## config.mk

```make
export PLATFORM = sky130hd
export DESIGN_NAME = mahalanobis_nearest_center_flat
export DESIGN_NICKNAME = d
export VERILOG_FILES = /design/src/rtl/mnc_pkg.sv /design/src/rtl/mnc_in_if.sv /design/src/rtl/mnc_out_if.sv /design/src/rtl/mnc_store.sv /design/src/rtl/mnc_mac.sv /design/src/rtl/mnc_seq.sv /design/src/rtl/mahalanobis_nearest_center.sv /design/src/flat_wrapper.sv
export SDC_FILE = /design/constraint.sdc
export NUM_CORES = 2
export LEC_CHECK = 0
export BUFFER_PORTS_ARGS = -buffer_cell sky130_fd_sc_hd__clkbuf_2
export CAP_MARGIN = 20
export CORE_UTILIZATION = 40
export DETAILED_ROUTE_END_ITERATION = 12
export PLACE_DENSITY = 0.57
export REMOVE_ABC_BUFFERS = 1
export SYNTH_ARGS = -nofsm -noshare
export SYNTH_HDL_FRONTEND = slang
export SYNTH_SLANG_ARGS = --single-unit
```

## constraint.sdc

```tcl
create_clock -name clk -period 9 [get_ports clk]
set_input_delay 0 -clock clk [delete_from_list [all_inputs] [get_ports clk]]
set_output_delay 0 -clock clk [all_outputs]
set_load 0.01 [all_outputs]
```

## src/rtl/mnc_pkg.sv

```systemverilog
// Shared types, codes and widths of the Mahalanobis nearest-center classifier.
package mnc_pkg;

    // default sizes handed to the top-level parameters
    localparam int DEF_MAX_CENTERS   = 8;
    localparam int DEF_MAX_DIMS      = 4;
    localparam int DEF_COV_FRAC_BITS = 12;

    // item kinds
    localparam logic [1:0] KIND_CENTER = 2'd0;
    localparam logic [1:0] KIND_COV    = 2'd1;
    localparam logic [1:0] KIND_SAMPLE = 2'd2;

    // configuration port
    localparam int CFG_IDX_W  = 1;
    localparam int CFG_DATA_W = 4;
    localparam logic [CFG_IDX_W-1:0] REG_ACTIVE_CENTERS = 1'b0;
    localparam logic [CFG_IDX_W-1:0] REG_ACTIVE_DIMS    = 1'b1;
    localparam logic [3:0] ACTIVE_CENTERS_RST = 4'd8;
    localparam logic [2:0] ACTIVE_DIMS_RST    = 3'd4;

    // payload widths
    localparam int DATA_W    = 16;
    localparam int NUM_COMPS = 4;
    localparam int IDX_W     = 3;
    localparam int CNT_C_W   = 4;   // holds active_centers
    localparam int CNT_D_W   = 3;   // holds active_dims
    localparam int DIST_W    = 42;

    // datapath widths: at most seven dims are ever in use
    localparam int DIFF_W = DATA_W + 1;
    localparam int LO_W   = 20;
    localparam int B_W    = LO_W + 1;
    localparam int PROD_W = DIFF_W + B_W;
    localparam int ACC_W  = 36;
    localparam int HI_W   = ACC_W - LO_W;
    localparam int Q_W    = 56;

    // operations issued to the shared multiply-accumulate
    localparam logic [2:0] OP_NONE = 3'd0;
    localparam logic [2:0] OP_DI   = 3'd1;  // latch d_i for the current row
    localparam logic [2:0] OP_SD   = 3'd2;  // S[i][j] * d_j into row accumulator
    localparam logic [2:0] OP_LO   = 3'd3;  // d_i * low part of row sum into form
    localparam logic [2:0] OP_HI   = 3'd4;  // d_i * high part of row sum into form

    typedef logic [NUM_COMPS-1:0][DATA_W-1:0] comps_t;

    typedef struct packed {
        logic [2:0]         op;
        logic               first;
        logic               last_row;
        logic               last_center;
        logic [CNT_C_W-1:0] center;
    } mac_tag_t;

    typedef struct packed {
        logic [CNT_C_W-1:0] center;
        logic [CNT_D_W-1:0] row;
        logic [CNT_D_W-1:0] col;
    } rd_addr_t;

    typedef struct packed {
        logic               found;
        logic [CNT_C_W-1:0] center;
        logic [Q_W-1:0]     form;
    } best_t;

endpackage

```

## src/rtl/mnc_in_if.sv

```systemverilog
// Input channel: one load or classify transaction per handshake.
interface mnc_in_if;
    logic                                valid;
    logic                                ready;
    logic [1:0]                          kind;
    logic [mnc_pkg::IDX_W-1:0]           index;
    logic signed [mnc_pkg::DATA_W-1:0]   comp0;
    logic signed [mnc_pkg::DATA_W-1:0]   comp1;
    logic signed [mnc_pkg::DATA_W-1:0]   comp2;
    logic signed [mnc_pkg::DATA_W-1:0]   comp3;

    modport source (output valid, kind, index, comp0, comp1, comp2, comp3, input ready);
    modport sink   (input valid, kind, index, comp0, comp1, comp2, comp3, output ready);
endinterface

```

## src/rtl/mnc_out_if.sv

```systemverilog
// Result channel: nearest center and its squared distance.
interface mnc_out_if;
    logic                          valid;
    logic                          ready;
    logic [mnc_pkg::IDX_W-1:0]     nearest_center;
    logic [mnc_pkg::DIST_W-1:0]    squared_distance;
    logic                          found;

    modport source (output valid, nearest_center, squared_distance, found, input ready);
    modport sink   (input valid, nearest_center, squared_distance, found, output ready);
endinterface

```

## src/rtl/mnc_store.sv

```systemverilog
// Center and inverse covariance memories plus the sample register.
module mnc_store #(
    parameter int MAX_CENTERS = mnc_pkg::DEF_MAX_CENTERS,
    parameter int MAX_DIMS    = mnc_pkg::DEF_MAX_DIMS
) (
    input  logic                               clk,
    input  logic                               cen_we,
    input  logic                               cov_we,
    input  logic                               smp_we,
    input  logic [mnc_pkg::IDX_W-1:0]          wr_index,
    input  mnc_pkg::comps_t                    wr_comps,
    input  mnc_pkg::rd_addr_t                  rd_addr,
    output logic [mnc_pkg::DATA_W-1:0]         cen_word,
    output logic [mnc_pkg::DATA_W-1:0]         cov_word,
    output logic [mnc_pkg::DATA_W-1:0]         x_word
);

    localparam int CAW = (MAX_CENTERS > 1) ? $clog2(MAX_CENTERS) : 1;
    localparam int DAW = (MAX_DIMS > 1) ? $clog2(MAX_DIMS) : 1;

    typedef logic [MAX_DIMS-1:0][mnc_pkg::DATA_W-1:0] row_t;

    row_t center_mem [MAX_CENTERS];
    row_t cov_mem    [MAX_DIMS];
    row_t x_reg;

    row_t wr_row;
    row_t cen_row_reg;
    row_t cov_row_reg;
    logic [DAW-1:0] col_reg;
    logic [mnc_pkg::DATA_W-1:0] x_word_reg;

    logic [CAW+mnc_pkg::IDX_W-1:0]   wr_cen_ext;
    logic [DAW+mnc_pkg::IDX_W-1:0]   wr_cov_ext;
    logic [CAW+mnc_pkg::CNT_C_W-1:0] rd_cen_ext;
    logic [DAW+mnc_pkg::CNT_D_W-1:0] rd_row_ext;
    logic [DAW+mnc_pkg::CNT_D_W-1:0] rd_col_ext;

    // components past comp3 load as zero
    genvar k;
    generate
        for (k = 0; k < MAX_DIMS; k++)
        begin : g_row
            if (k < mnc_pkg::NUM_COMPS)
            begin : g_comp
                assign wr_row[k] = wr_comps[k];
            end
            else
            begin : g_zero
                assign wr_row[k] = '0;
            end
        end
    endgenerate

    assign wr_cen_ext = {{CAW{1'b0}}, wr_index};
    assign wr_cov_ext = {{DAW{1'b0}}, wr_index};
    assign rd_cen_ext = {{CAW{1'b0}}, rd_addr.center};
    assign rd_row_ext = {{DAW{1'b0}}, rd_addr.row};
    assign rd_col_ext = {{DAW{1'b0}}, rd_addr.col};

    always_ff @(posedge clk)
    begin
        if (cen_we)
        begin
            center_mem[wr_cen_ext[CAW-1:0]] <= wr_row;
        end
        if (cov_we)
        begin
            cov_mem[wr_cov_ext[DAW-1:0]] <= wr_row;
        end
        if (smp_we)
        begin
            x_reg <= wr_row;
        end
        cen_row_reg <= center_mem[rd_cen_ext[CAW-1:0]];
        cov_row_reg <= cov_mem[rd_row_ext[DAW-1:0]];
        x_word_reg  <= x_reg[rd_col_ext[DAW-1:0]];
        col_reg     <= rd_col_ext[DAW-1:0];
    end

    assign cen_word = cen_row_reg[col_reg];
    assign cov_word = cov_row_reg[col_reg];
    assign x_word   = x_word_reg;

endmodule

```

## src/rtl/mnc_mac.sv

```systemverilog
// Shared multiply-accumulate pipeline: difference, multiply, accumulate, compare.
module mnc_mac (
    input  logic                          clk,
    input  logic                          rst_n,
    input  logic                          start,
    input  mnc_pkg::mac_tag_t             tag,
    input  logic [mnc_pkg::DATA_W-1:0]    cen_word,
    input  logic [mnc_pkg::DATA_W-1:0]    cov_word,
    input  logic [mnc_pkg::DATA_W-1:0]    x_word,
    output logic                          done,
    output mnc_pkg::best_t                best
);

    mnc_pkg::mac_tag_t tag1_reg;
    mnc_pkg::mac_tag_t tag2_reg;
    mnc_pkg::mac_tag_t tag3_reg;

    logic signed [mnc_pkg::DIFF_W-1:0] diff;
    logic signed [mnc_pkg::DIFF_W-1:0] di_reg;
    logic signed [mnc_pkg::DIFF_W-1:0] a_reg;
    logic signed [mnc_pkg::B_W-1:0]    b_reg;
    logic signed [mnc_pkg::PROD_W-1:0] prod_reg;
    logic signed [mnc_pkg::ACC_W-1:0]  acc_reg;
    logic signed [mnc_pkg::Q_W-1:0]    q_reg;
    logic signed [mnc_pkg::Q_W-1:0]    prod_q;
    logic signed [mnc_pkg::Q_W-1:0]    best_q;

    logic                              cmp_reg;
    logic                              cmp_last_reg;
    logic [mnc_pkg::CNT_C_W-1:0]       cmp_center_reg;
    logic                              done_reg;
    logic                              found_reg;
    logic [mnc_pkg::CNT_C_W-1:0]       best_c_reg;
    logic [mnc_pkg::Q_W-1:0]           best_q_reg;
    logic                              better;

    assign diff   = $signed({x_word[mnc_pkg::DATA_W-1], x_word})
                  - $signed({cen_word[mnc_pkg::DATA_W-1], cen_word});
    assign prod_q = mnc_pkg::Q_W'(prod_reg);
    assign best_q = $signed(best_q_reg);
    assign better = (q_reg >= 0) && (!found_reg || (q_reg < best_q));

    // tags: one per pipeline stage
    always_ff @(posedge clk or negedge rst_n)
    begin
        if (!rst_n)
        begin
            tag1_reg     <= '0;
            tag2_reg     <= '0;
            tag3_reg     <= '0;
            cmp_reg      <= 1'b0;
            cmp_last_reg <= 1'b0;
            done_reg     <= 1'b0;
            found_reg    <= 1'b0;
        end
        else
        begin
            tag1_reg     <= tag;
            tag2_reg     <= tag1_reg;
            tag3_reg     <= tag2_reg;
            cmp_reg      <= (tag3_reg.op == mnc_pkg::OP_HI) && tag3_reg.last_row;
            cmp_last_reg <= tag3_reg.last_center;
            done_reg     <= cmp_reg && cmp_last_reg;
            if (start)
            begin
                found_reg <= 1'b0;
            end
            else if (cmp_reg && better)
            begin
                found_reg <= 1'b1;
            end
        end
    end

    // operand stage
    always_ff @(posedge clk)
    begin
        unique case (tag1_reg.op)
            mnc_pkg::OP_DI:
            begin
                di_reg <= diff;
            end
            mnc_pkg::OP_SD:
            begin
                a_reg <= diff;
                b_reg <= mnc_pkg::B_W'($signed(cov_word));
            end
            mnc_pkg::OP_LO:
            begin
                a_reg <= di_reg;
                b_reg <= $signed({1'b0, acc_reg[mnc_pkg::LO_W-1:0]});
            end
            mnc_pkg::OP_HI:
            begin
                a_reg <= di_reg;
                b_reg <= mnc_pkg::B_W'($signed(acc_reg[mnc_pkg::ACC_W-1:mnc_pkg::LO_W]));
            end
            default:
            begin
            end
        endcase
    end

    // multiply stage
    always_ff @(posedge clk)
    begin
        prod_reg <= a_reg * b_reg;
    end

    // accumulate stage; the row sum reaches the form as two partial products
    always_ff @(posedge clk)
    begin
        unique case (tag3_reg.op)
            mnc_pkg::OP_SD:
            begin
                if (tag3_reg.first)
                begin
                    acc_reg <= mnc_pkg::ACC_W'(prod_reg);
                end
                else
                begin
                    acc_reg <= acc_reg + mnc_pkg::ACC_W'(prod_reg);
                end
            end
            mnc_pkg::OP_LO:
            begin
                if (tag3_reg.first)
                begin
                    q_reg <= prod_q;
                end
                else
                begin
                    q_reg <= q_reg + prod_q;
                end
            end
            mnc_pkg::OP_HI:
            begin
                q_reg <= q_reg + (prod_q <<< mnc_pkg::LO_W);
            end
            default:
            begin
            end
        endcase
    end

    // compare stage: strict less keeps the lowest index on ties
    always_ff @(posedge clk)
    begin
        if (cmp_reg && better)
        begin
            best_q_reg <= q_reg;
            best_c_reg <= cmp_center_reg;
        end
        cmp_center_reg <= tag3_reg.center;
    end

    assign done        = done_reg;
    assign best.found  = found_reg;
    assign best.center = best_c_reg;
    assign best.form   = best_q_reg;

endmodule

```

## src/rtl/mnc_seq.sv

```systemverilog
// Sequencer that walks centers, rows and columns through the shared MAC.
module mnc_seq (
    input  logic                             clk,
    input  logic                             rst_n,
    input  logic                             start,
    input  logic [mnc_pkg::CNT_C_W-1:0]      num_centers,
    input  logic [mnc_pkg::CNT_D_W-1:0]      num_dims,
    input  logic                             done,
    input  logic                             take,
    output logic                             idle,
    output logic                             hold,
    output mnc_pkg::mac_tag_t                tag,
    output mnc_pkg::rd_addr_t                rd_addr
);

    localparam logic [3:0] ST_IDLE  = 4'd0;
    localparam logic [3:0] ST_DI    = 4'd1;
    localparam logic [3:0] ST_SD    = 4'd2;
    localparam logic [3:0] ST_GAP1  = 4'd3;
    localparam logic [3:0] ST_GAP2  = 4'd4;
    localparam logic [3:0] ST_LO    = 4'd5;
    localparam logic [3:0] ST_HI    = 4'd6;
    localparam logic [3:0] ST_DRAIN = 4'd7;
    localparam logic [3:0] ST_HOLD  = 4'd8;

    logic [3:0]                  state_reg, state_next;
    logic [mnc_pkg::CNT_C_W-1:0] c_reg, c_next;
    logic [mnc_pkg::CNT_D_W-1:0] i_reg, i_next;
    logic [mnc_pkg::CNT_D_W-1:0] j_reg, j_next;
    logic [mnc_pkg::CNT_C_W-1:0] c_last;
    logic [mnc_pkg::CNT_D_W-1:0] d_last;

    assign c_last = num_centers - mnc_pkg::CNT_C_W'(1);
    assign d_last = num_dims - mnc_pkg::CNT_D_W'(1);

    always_ff @(posedge clk or negedge rst_n)
    begin
        if (!rst_n)
        begin
            state_reg <= ST_IDLE;
            c_reg     <= '0;
            i_reg     <= '0;
            j_reg     <= '0;
        end
        else
        begin
            state_reg <= state_next;
            c_reg     <= c_next;
            i_reg     <= i_next;
            j_reg     <= j_next;
        end
    end

    always_comb
    begin
        state_next          = state_reg;
        c_next              = c_reg;
        i_next              = i_reg;
        j_next              = j_reg;
        tag                 = '0;
        tag.op              = mnc_pkg::OP_NONE;
        tag.center          = c_reg;
        rd_addr.center      = c_reg;
        rd_addr.row         = i_reg;
        rd_addr.col         = j_reg;

        unique case (state_reg)
            ST_IDLE:
            begin
                if (start)
                begin
                    c_next = '0;
                    i_next = '0;
                    j_next = '0;
                    if ((num_centers == '0) || (num_dims == '0))
                    begin
                        state_next = ST_HOLD;
                    end
                    else
                    begin
                        state_next = ST_DI;
                    end
                end
            end
            ST_DI:
            begin
                tag.op      = mnc_pkg::OP_DI;
                rd_addr.col = i_reg;
                j_next      = '0;
                state_next  = ST_SD;
            end
            ST_SD:
            begin
                tag.op    = mnc_pkg::OP_SD;
                tag.first = (j_reg == '0);
                if (j_reg == d_last)
                begin
                    state_next = ST_GAP1;
                end
                else
                begin
                    j_next = j_reg + mnc_pkg::CNT_D_W'(1);
                end
            end
            // row sum still in flight through multiply and accumulate
            ST_GAP1:
            begin
                state_next = ST_GAP2;
            end
            ST_GAP2:
            begin
                state_next = ST_LO;
            end
            ST_LO:
            begin
                tag.op     = mnc_pkg::OP_LO;
                tag.first  = (i_reg == '0);
                state_next = ST_HI;
            end
            ST_HI:
            begin
                tag.op          = mnc_pkg::OP_HI;
                tag.last_row    = (i_reg == d_last);
                tag.last_center = (c_reg == c_last);
                if (i_reg != d_last)
                begin
                    i_next     = i_reg + mnc_pkg::CNT_D_W'(1);
                    state_next = ST_DI;
                end
                else if (c_reg != c_last)
                begin
                    c_next     = c_reg + mnc_pkg::CNT_C_W'(1);
                    i_next     = '0;
                    state_next = ST_DI;
                end
                else
                begin
                    state_next = ST_DRAIN;
                end
            end
            ST_DRAIN:
            begin
                if (done)
                begin
                    state_next = ST_HOLD;
                end
            end
            ST_HOLD:
            begin
                if (take)
                begin
                    c_next     = '0;
                    i_next     = '0;
                    j_next     = '0;
                    state_next = ST_IDLE;
                end
            end
            default:
            begin
                state_next = ST_IDLE;
            end
        endcase
    end

    assign idle = (state_reg == ST_IDLE);
    assign hold = (state_reg == ST_HOLD);

endmodule

```

## src/rtl/mahalanobis_nearest_center.sv

```systemverilog
// Top level of the Mahalanobis nearest-center classifier.
// Center and covariance loads are written on accept and leave the block ready for more items.
// A classify transaction keeps the block busy from accept until its result is taken by the
// output register; its work is set by the single shared 17x21 multiplier and by gap states
// in each row while its sum settles.
// Reset clears control and config (8 centers, 4 dims); both stores stay unwritten.
module mahalanobis_nearest_center #(
    parameter int MAX_CENTERS   = mnc_pkg::DEF_MAX_CENTERS,
    parameter int MAX_DIMS      = mnc_pkg::DEF_MAX_DIMS,
    parameter int COV_FRAC_BITS = mnc_pkg::DEF_COV_FRAC_BITS
) (
    input  logic                                 clk,
    input  logic                                 rst_n,
    mnc_in_if.sink                               item,
    mnc_out_if.source                            result,
    input  logic                                 cfg_we,
    input  logic [mnc_pkg::CFG_IDX_W-1:0]        cfg_index,
    input  logic [mnc_pkg::CFG_DATA_W-1:0]       cfg_data
);

    logic [mnc_pkg::CNT_C_W-1:0] active_centers_reg;
    logic [mnc_pkg::CNT_D_W-1:0] active_dims_reg;
    logic [mnc_pkg::CNT_C_W-1:0] num_centers;
    logic [mnc_pkg::CNT_D_W-1:0] num_dims;

    logic accept, start, cen_we, cov_we, smp_we;
    logic idle, hold, take, done;
    logic zero_dims_reg;

    mnc_pkg::comps_t   comps;
    mnc_pkg::mac_tag_t tag;
    mnc_pkg::rd_addr_t rd_addr;
    mnc_pkg::best_t    best;

    logic [mnc_pkg::DATA_W-1:0] cen_word, cov_word, x_word;
    logic [mnc_pkg::Q_W-1:0]    q_shift;
    logic [mnc_pkg::DIST_W-1:0] sat_dist;

    logic                       out_valid_reg;
    logic [mnc_pkg::IDX_W-1:0]  out_center_reg;
    logic [mnc_pkg::DIST_W-1:0] out_dist_reg;
    logic                       out_found_reg;

    // configuration
    always_ff @(posedge clk or negedge rst_n)
    begin
        if (!rst_n)
        begin
            active_centers_reg <= mnc_pkg::ACTIVE_CENTERS_RST;
            active_dims_reg    <= mnc_pkg::ACTIVE_DIMS_RST;
        end
        else if (cfg_we)
        begin
            unique case (cfg_index)
                mnc_pkg::REG_ACTIVE_CENTERS:
                begin
                    active_centers_reg <= cfg_data[mnc_pkg::CNT_C_W-1:0];
                end
                mnc_pkg::REG_ACTIVE_DIMS:
                begin
                    active_dims_reg <= cfg_data[mnc_pkg::CNT_D_W-1:0];
                end
                default:
                begin
                end
            endcase
        end
    end

    assign num_centers = (32'(active_centers_reg) > MAX_CENTERS)
                       ? mnc_pkg::CNT_C_W'(MAX_CENTERS) : active_centers_reg;
    assign num_dims    = (32'(active_dims_reg) > MAX_DIMS)
                       ? mnc_pkg::CNT_D_W'(MAX_DIMS) : active_dims_reg;

    // input transactions
    assign item.ready = idle;
    assign accept     = item.valid && idle;
    assign cen_we     = accept && (item.kind == mnc_pkg::KIND_CENTER)
                     && (32'(item.index) < MAX_CENTERS);
    assign cov_we     = accept && (item.kind == mnc_pkg::KIND_COV)
                     && (32'(item.index) < MAX_DIMS);
    assign smp_we     = accept && (item.kind == mnc_pkg::KIND_SAMPLE);
    assign start      = smp_we;

    assign comps[0] = item.comp0;
    assign comps[1] = item.comp1;
    assign comps[2] = item.comp2;
    assign comps[3] = item.comp3;

    // with no dims in use every form is zero and center 0 wins
    always_ff @(posedge clk or negedge rst_n)
    begin
        if (!rst_n)
        begin
            zero_dims_reg <= 1'b0;
        end
        else if (start)
        begin
            zero_dims_reg <= (num_dims == '0) && (num_centers != '0);
        end
    end

    mnc_store #(
        .MAX_CENTERS (MAX_CENTERS),
        .MAX_DIMS    (MAX_DIMS)
    ) u_store (
        .clk      (clk),
        .cen_we   (cen_we),
        .cov_we   (cov_we),
        .smp_we   (smp_we),
        .wr_index (item.index),
        .wr_comps (comps),
        .rd_addr  (rd_addr),
        .cen_word (cen_word),
        .cov_word (cov_word),
        .x_word   (x_word)
    );

    mnc_seq u_seq (
        .clk         (clk),
        .rst_n       (rst_n),
        .start       (start),
        .num_centers (num_centers),
        .num_dims    (num_dims),
        .done        (done),
        .take        (take),
        .idle        (idle),
        .hold        (hold),
        .tag         (tag),
        .rd_addr     (rd_addr)
    );

    mnc_mac u_mac (
        .clk      (clk),
        .rst_n    (rst_n),
        .start    (start),
        .tag      (tag),
        .cen_word (cen_word),
        .cov_word (cov_word),
        .x_word   (x_word),
        .done     (done),
        .best     (best)
    );

    // drop fraction bits, saturate to the result width
    assign q_shift  = best.form >> COV_FRAC_BITS;
    assign sat_dist = (|q_shift[mnc_pkg::Q_W-1:mnc_pkg::DIST_W])
                    ? {mnc_pkg::DIST_W{1'b1}} : q_shift[mnc_pkg::DIST_W-1:0];

    // output register
    assign take = hold && (!out_valid_reg || result.ready);

    always_ff @(posedge clk or negedge rst_n)
    begin
        if (!rst_n)
        begin
            out_valid_reg <= 1'b0;
        end
        else if (take)
        begin
            out_valid_reg <= 1'b1;
        end
        else if (result.ready)
        begin
            out_valid_reg <= 1'b0;
        end
    end

    always_ff @(posedge clk)
    begin
        if (take)
        begin
            if (zero_dims_reg)
            begin
                out_center_reg <= '0;
                out_dist_reg   <= '0;
                out_found_reg  <= 1'b1;
            end
            else if (best.found)
            begin
                out_center_reg <= best.center[mnc_pkg::IDX_W-1:0];
                out_dist_reg   <= sat_dist;
                out_found_reg  <= 1'b1;
            end
            else
            begin
                out_center_reg <= '0;
                out_dist_reg   <= '0;
                out_found_reg  <= 1'b0;
            end
        end
    end

    assign result.valid            = out_valid_reg;
    assign result.nearest_center   = out_center_reg;
    assign result.squared_distance = out_dist_reg;
    assign result.found            = out_found_reg;

endmodule
```

## src/flat_wrapper.sv

```systemverilog
// flat-port wrapper written by rule: the top's interface ports become plain ports
module mahalanobis_nearest_center_flat 
#(
    parameter int MAX_CENTERS   = mnc_pkg::DEF_MAX_CENTERS,
    parameter int MAX_DIMS      = mnc_pkg::DEF_MAX_DIMS,
    parameter int COV_FRAC_BITS = mnc_pkg::DEF_COV_FRAC_BITS
)
  (clk, rst_n, cfg_we, cfg_index, cfg_data, item_valid, item_kind, item_index, item_comp0, item_comp1, item_comp2, item_comp3, item_ready, result_valid, result_nearest_center, result_squared_distance, result_found, result_ready);
  mnc_in_if item_i ();
  mnc_out_if result_i ();
  input  logic clk;
  input  logic rst_n;
  input  logic cfg_we;
  input  logic [mnc_pkg::CFG_IDX_W-1:0] cfg_index;
  input  logic [mnc_pkg::CFG_DATA_W-1:0] cfg_data;
  input wire logic [$bits(item_i.valid)-1:0] item_valid;
  input wire logic [$bits(item_i.kind)-1:0] item_kind;
  input wire logic [$bits(item_i.index)-1:0] item_index;
  input wire logic [$bits(item_i.comp0)-1:0] item_comp0;
  input wire logic [$bits(item_i.comp1)-1:0] item_comp1;
  input wire logic [$bits(item_i.comp2)-1:0] item_comp2;
  input wire logic [$bits(item_i.comp3)-1:0] item_comp3;
  output wire logic [$bits(item_i.ready)-1:0] item_ready;
  output wire logic [$bits(result_i.valid)-1:0] result_valid;
  output wire logic [$bits(result_i.nearest_center)-1:0] result_nearest_center;
  output wire logic [$bits(result_i.squared_distance)-1:0] result_squared_distance;
  output wire logic [$bits(result_i.found)-1:0] result_found;
  input wire logic [$bits(result_i.ready)-1:0] result_ready;
  assign item_i.valid = item_valid;
  assign item_i.kind = item_kind;
  assign item_i.index = item_index;
  assign item_i.comp0 = item_comp0;
  assign item_i.comp1 = item_comp1;
  assign item_i.comp2 = item_comp2;
  assign item_i.comp3 = item_comp3;
  assign item_ready = item_i.ready;
  assign result_valid = result_i.valid;
  assign result_nearest_center = result_i.nearest_center;
  assign result_squared_distance = result_i.squared_distance;
  assign result_found = result_i.found;
  assign result_i.ready = result_ready;
  mahalanobis_nearest_center #(.MAX_CENTERS(MAX_CENTERS), .MAX_DIMS(MAX_DIMS), .COV_FRAC_BITS(COV_FRAC_BITS)) u_core (.clk(clk), .rst_n(rst_n), .item(item_i), .result(result_i), .cfg_we(cfg_we), .cfg_index(cfg_index), .cfg_data(cfg_data));
endmodule
```

==> impl_metrics.tcl <==
set metrics [dict create \
    r2r-end "u_core.u_mac.prod_reg[36]$_DFF_P_" \
    grt_pass1_wl_mm 254.5 \
    synthArstFlopShare_pct 4.075 \
    grt_max_degree 109 \
    crit_required_ns 9.69 \
    max_freq_mhz 133.8 \
    worst-endpoint-arrival_ns 8.16 \
    finalWirelength_mm 164.1 \
    critPathMaxStageDelay_ns 0.95 \
    drv_slew 0 \
    r2r_start "u_core.u_mac.a_reg[3]$_DFFE_PP_" \
    clock_skew_ns 0.07039 \
    hold_depth 2 \
    seq_area_mm2 0.03767 \
    cts_sinks 1325 \
    synth_seq_area_share_pct 55.21 \
    gr-total-overflow 0 \
    antenna_found_initial 14 \
    synth_ff_type "edfxtp_1" \
    die_w_um 414.9 \
    cts_buffers 144 \
    drive_gt1_share_pct 14.41 \
    yosysWarnings 0 \
    worstSkewPairLatency_ns 0.78 \
    cts-htree-levels 4 \
    startpoint_type "register" \
    worstMarginPinSlew_ns 1.137 \
    nets 5889 \
    numPortBuffers 126 \
    clockBufferDepth 3 \
    postRouteAntennaNets 0 \
    num_io_pins 127 \
    hold_viol_final 0 \
    synth-edff-count 1084 \
    core_mm2 0.1693 \
    die_h_um 414.9 \
    crit_fanout 21 \
    syn_inst 4910 \
    grt_usage_pct 19.43 \
    vias 39317 \
    synth_area_per_cell_um2 13.89 \
    wl_per_cell_um 21.91 \
    largest_register_ffs 512 \
    dp_hpwl_mm 110.4 \
    r2r_slack_ns 1.53 \
    holdPathEnd "u_core.u_store.center_mem[7][25]$_DFFE_PP_" \
    grt_pass1_vias 41398 \
    hold_path_class "in2reg" \
    syn2layout_area_growth_pct 13.44 \
    synth_seq_cells 1325 \
    cts_tree "yes" \
    start_util_pct 40.29 \
    syn_area_mm2 0.06820 \
    clkSlewWorstSetupHoldPaths_ns 0.06 \
    multi_input_area_mm2 0.02814 \
    period_share_pct 83.01 \
    synth.distinct_cells 86 \
    hold_start "item_comp1[9]" \
    cp-end-kind "register" \
    row_count 151 \
    via_per_inst 5.248 \
    die_area_mm2 0.1721 \
    drc 0 \
    critPathKind "reg2reg" \
    setup_viol 0 \
    cp_top_family "adder cells" \
    gp_congestion 0.8821 \
    rsz0062_at_grt "false" \
    max-slew-margin-rel_pct 24.17 \
    drv_cap 0 \
    fillerInstances 15012 \
    crit_path_frequent_cell "fa_1" \
    worst-path-stages 22 \
    fin_crit_ns 7.471 \
    status "complete, no violations" \
    critical-path-slowest-cell "edfxtp_1" \
    root_buffer "clkbuf_16" \
    reg2regPathDepth 22 \
    crit_chain "nand2_1, fa_1, inv_1, fa_1, inv_1, fa_1, fa_1, fa_1, fa_1, inv_1, ha_1, a21o_1, a21o_1, a21oi_1, or4b_1, o21ai_1, o31ai_1, o41ai_2, o21ai_1, a211o_1, a21oi_1, xnor2_1" \
    cp_num_buf_inv 3 \
    first_iter_violations 2716 \
    firstDrtPassIters 5 \
    fin_setup_tns_ns 0 \
]
## cell usage after synthesis, drive strengths merged, types with 26 or more instances
cell    count  area [um^2]
and3       34        212.7
xor2       58        508.0
xnor2     104        910.9
mux2       76        855.8
a21o      113        849.6
dfrtp      52         1301
nand2     470         1764
nand2b     55        344.1
nor3       35        180.2
edfxtp   1084        32550
clkbuf    144        540.5
o21ai     169        845.8
nor2      173        649.4
ha        297         3716
fa        360         7207
mux4      224         5045
a31oi      26        162.7
dfxtp     187         3744
and2      168         1051
buf        31        127.6
o21a       72        540.5
nor2b      27        168.9
a21oi     185        937.2
nand3      26        130.1
inv       494         1854
## worst max-delay path by stage
stage | startpoint | endpoint | slack (ns)
after global placement | u_core.u_mac.a_reg[2]$_DFFE_PP_ | u_core.u_mac.prod_reg[36]$_DFF_P_ | 1.64
after global routing | u_core.u_mac.a_reg[2]$_DFFE_PP_ | u_core.u_mac.prod_reg[36]$_DFF_P_ | 1.10
final | u_core.u_mac.a_reg[3]$_DFFE_PP_ | u_core.u_mac.prod_reg[36]$_DFF_P_ | 1.53
after detailed placement | u_core.u_mac.a_reg[2]$_DFFE_PP_ | u_core.u_mac.prod_reg[36]$_DFF_P_ | 1.60
after floorplan | u_core.u_seq.state_reg[1]$_DFFE_PN0P_ | u_core.u_store.cov_mem[0][0]$_DFFE_PP_ | 0.86
after CTS | u_core.u_mac.a_reg[2]$_DFFE_PP_ | u_core.u_mac.prod_reg[36]$_DFF_P_ | 1.54
## through the flow
step                cell area (um^2)  hold slack [ns]  utilization [%]  cells  setup slack [ns]
floorplan                      67530          -0.2956                -   4735            0.8646
global placement               71520           0.1680            42.25   7134             1.635
detailed placement             71520           0.1776            42.25   7134             1.598
CTS                            77320          0.05212            45.67   7489             1.539
global route                   77370           0.1203            45.70   7492             1.100
finish                         77370           0.1333            45.70   7492             1.529
## cell type report
type | count | share of cell area (%)
antenna | 1 | 0.003235
clock buffer | 208 | 5.258
clock inverter | 58 | 1.077
inverter | 497 | 2.431
multi-input combinational | 2913 | 36.37
sequential | 1325 | 48.70
tap | 2218 | 3.587
timing repair buffer | 272 | 2.578
## what timing repair did
item / CTS / global route
buffers inserted: 0 / 0
resized for setup: 0 / 0
hold endpoints to repair: 1006 / 0
hold buffers: 89 / 0
## layout by cell type (no fill, tap or decap), types with 46 or more instances in the layout
cell	n
edfxtp_1	1084
inv_1	491
nand2_1	470
fa_1	360
ha_1	297
mux4_2	224
dfxtp_1	185
a21oi_1	182
and2_1	167
nor2_1	164
clkbuf_16	147
o21ai_0	143
clkbuf_2	126
a21o_1	112
xnor2_1	104
dlygate4sd3_1	89
mux2_2	76
o21a_1	72
xor2_1	58
nand2b_1	55
buf_4	54
dfrtp_1	46
## per-layer routing
metal / part of all wire, % / routed length (um) / vias up / global-route usage (%)
met5: 0.046 / 76 / - / 0
met1: 43 / 70350 / 20146 / 25.35
li1: - / - / 18059 / -
met3: 3.9 / 6442 / 275 / 2.501
met2: 50 / 82200 / 823 / 33.52
met4: 3.1 / 5050 / 14 / 6.277
## logic make-up (layout without fill, tap and decap cells)
kind of cell	Yosys count	in the layout	share of synthesized area (%)
AND/OR/NAND/NOR	1064	1064	7.364
XOR/XNOR	162	162	2.081
other	0	1	0
AO/OA/AOI/OAI	720	720	6.798
flip-flops	1325	1325	55.21
adder cells (fa/ha/maj)	657	657	16.02
multiplexers	310	310	8.799
buffers and inverters	672	1035	3.735
Power is not shown: default switching activity piles up to over one toggle a cycle in this logic, so the estimate is an artifact.
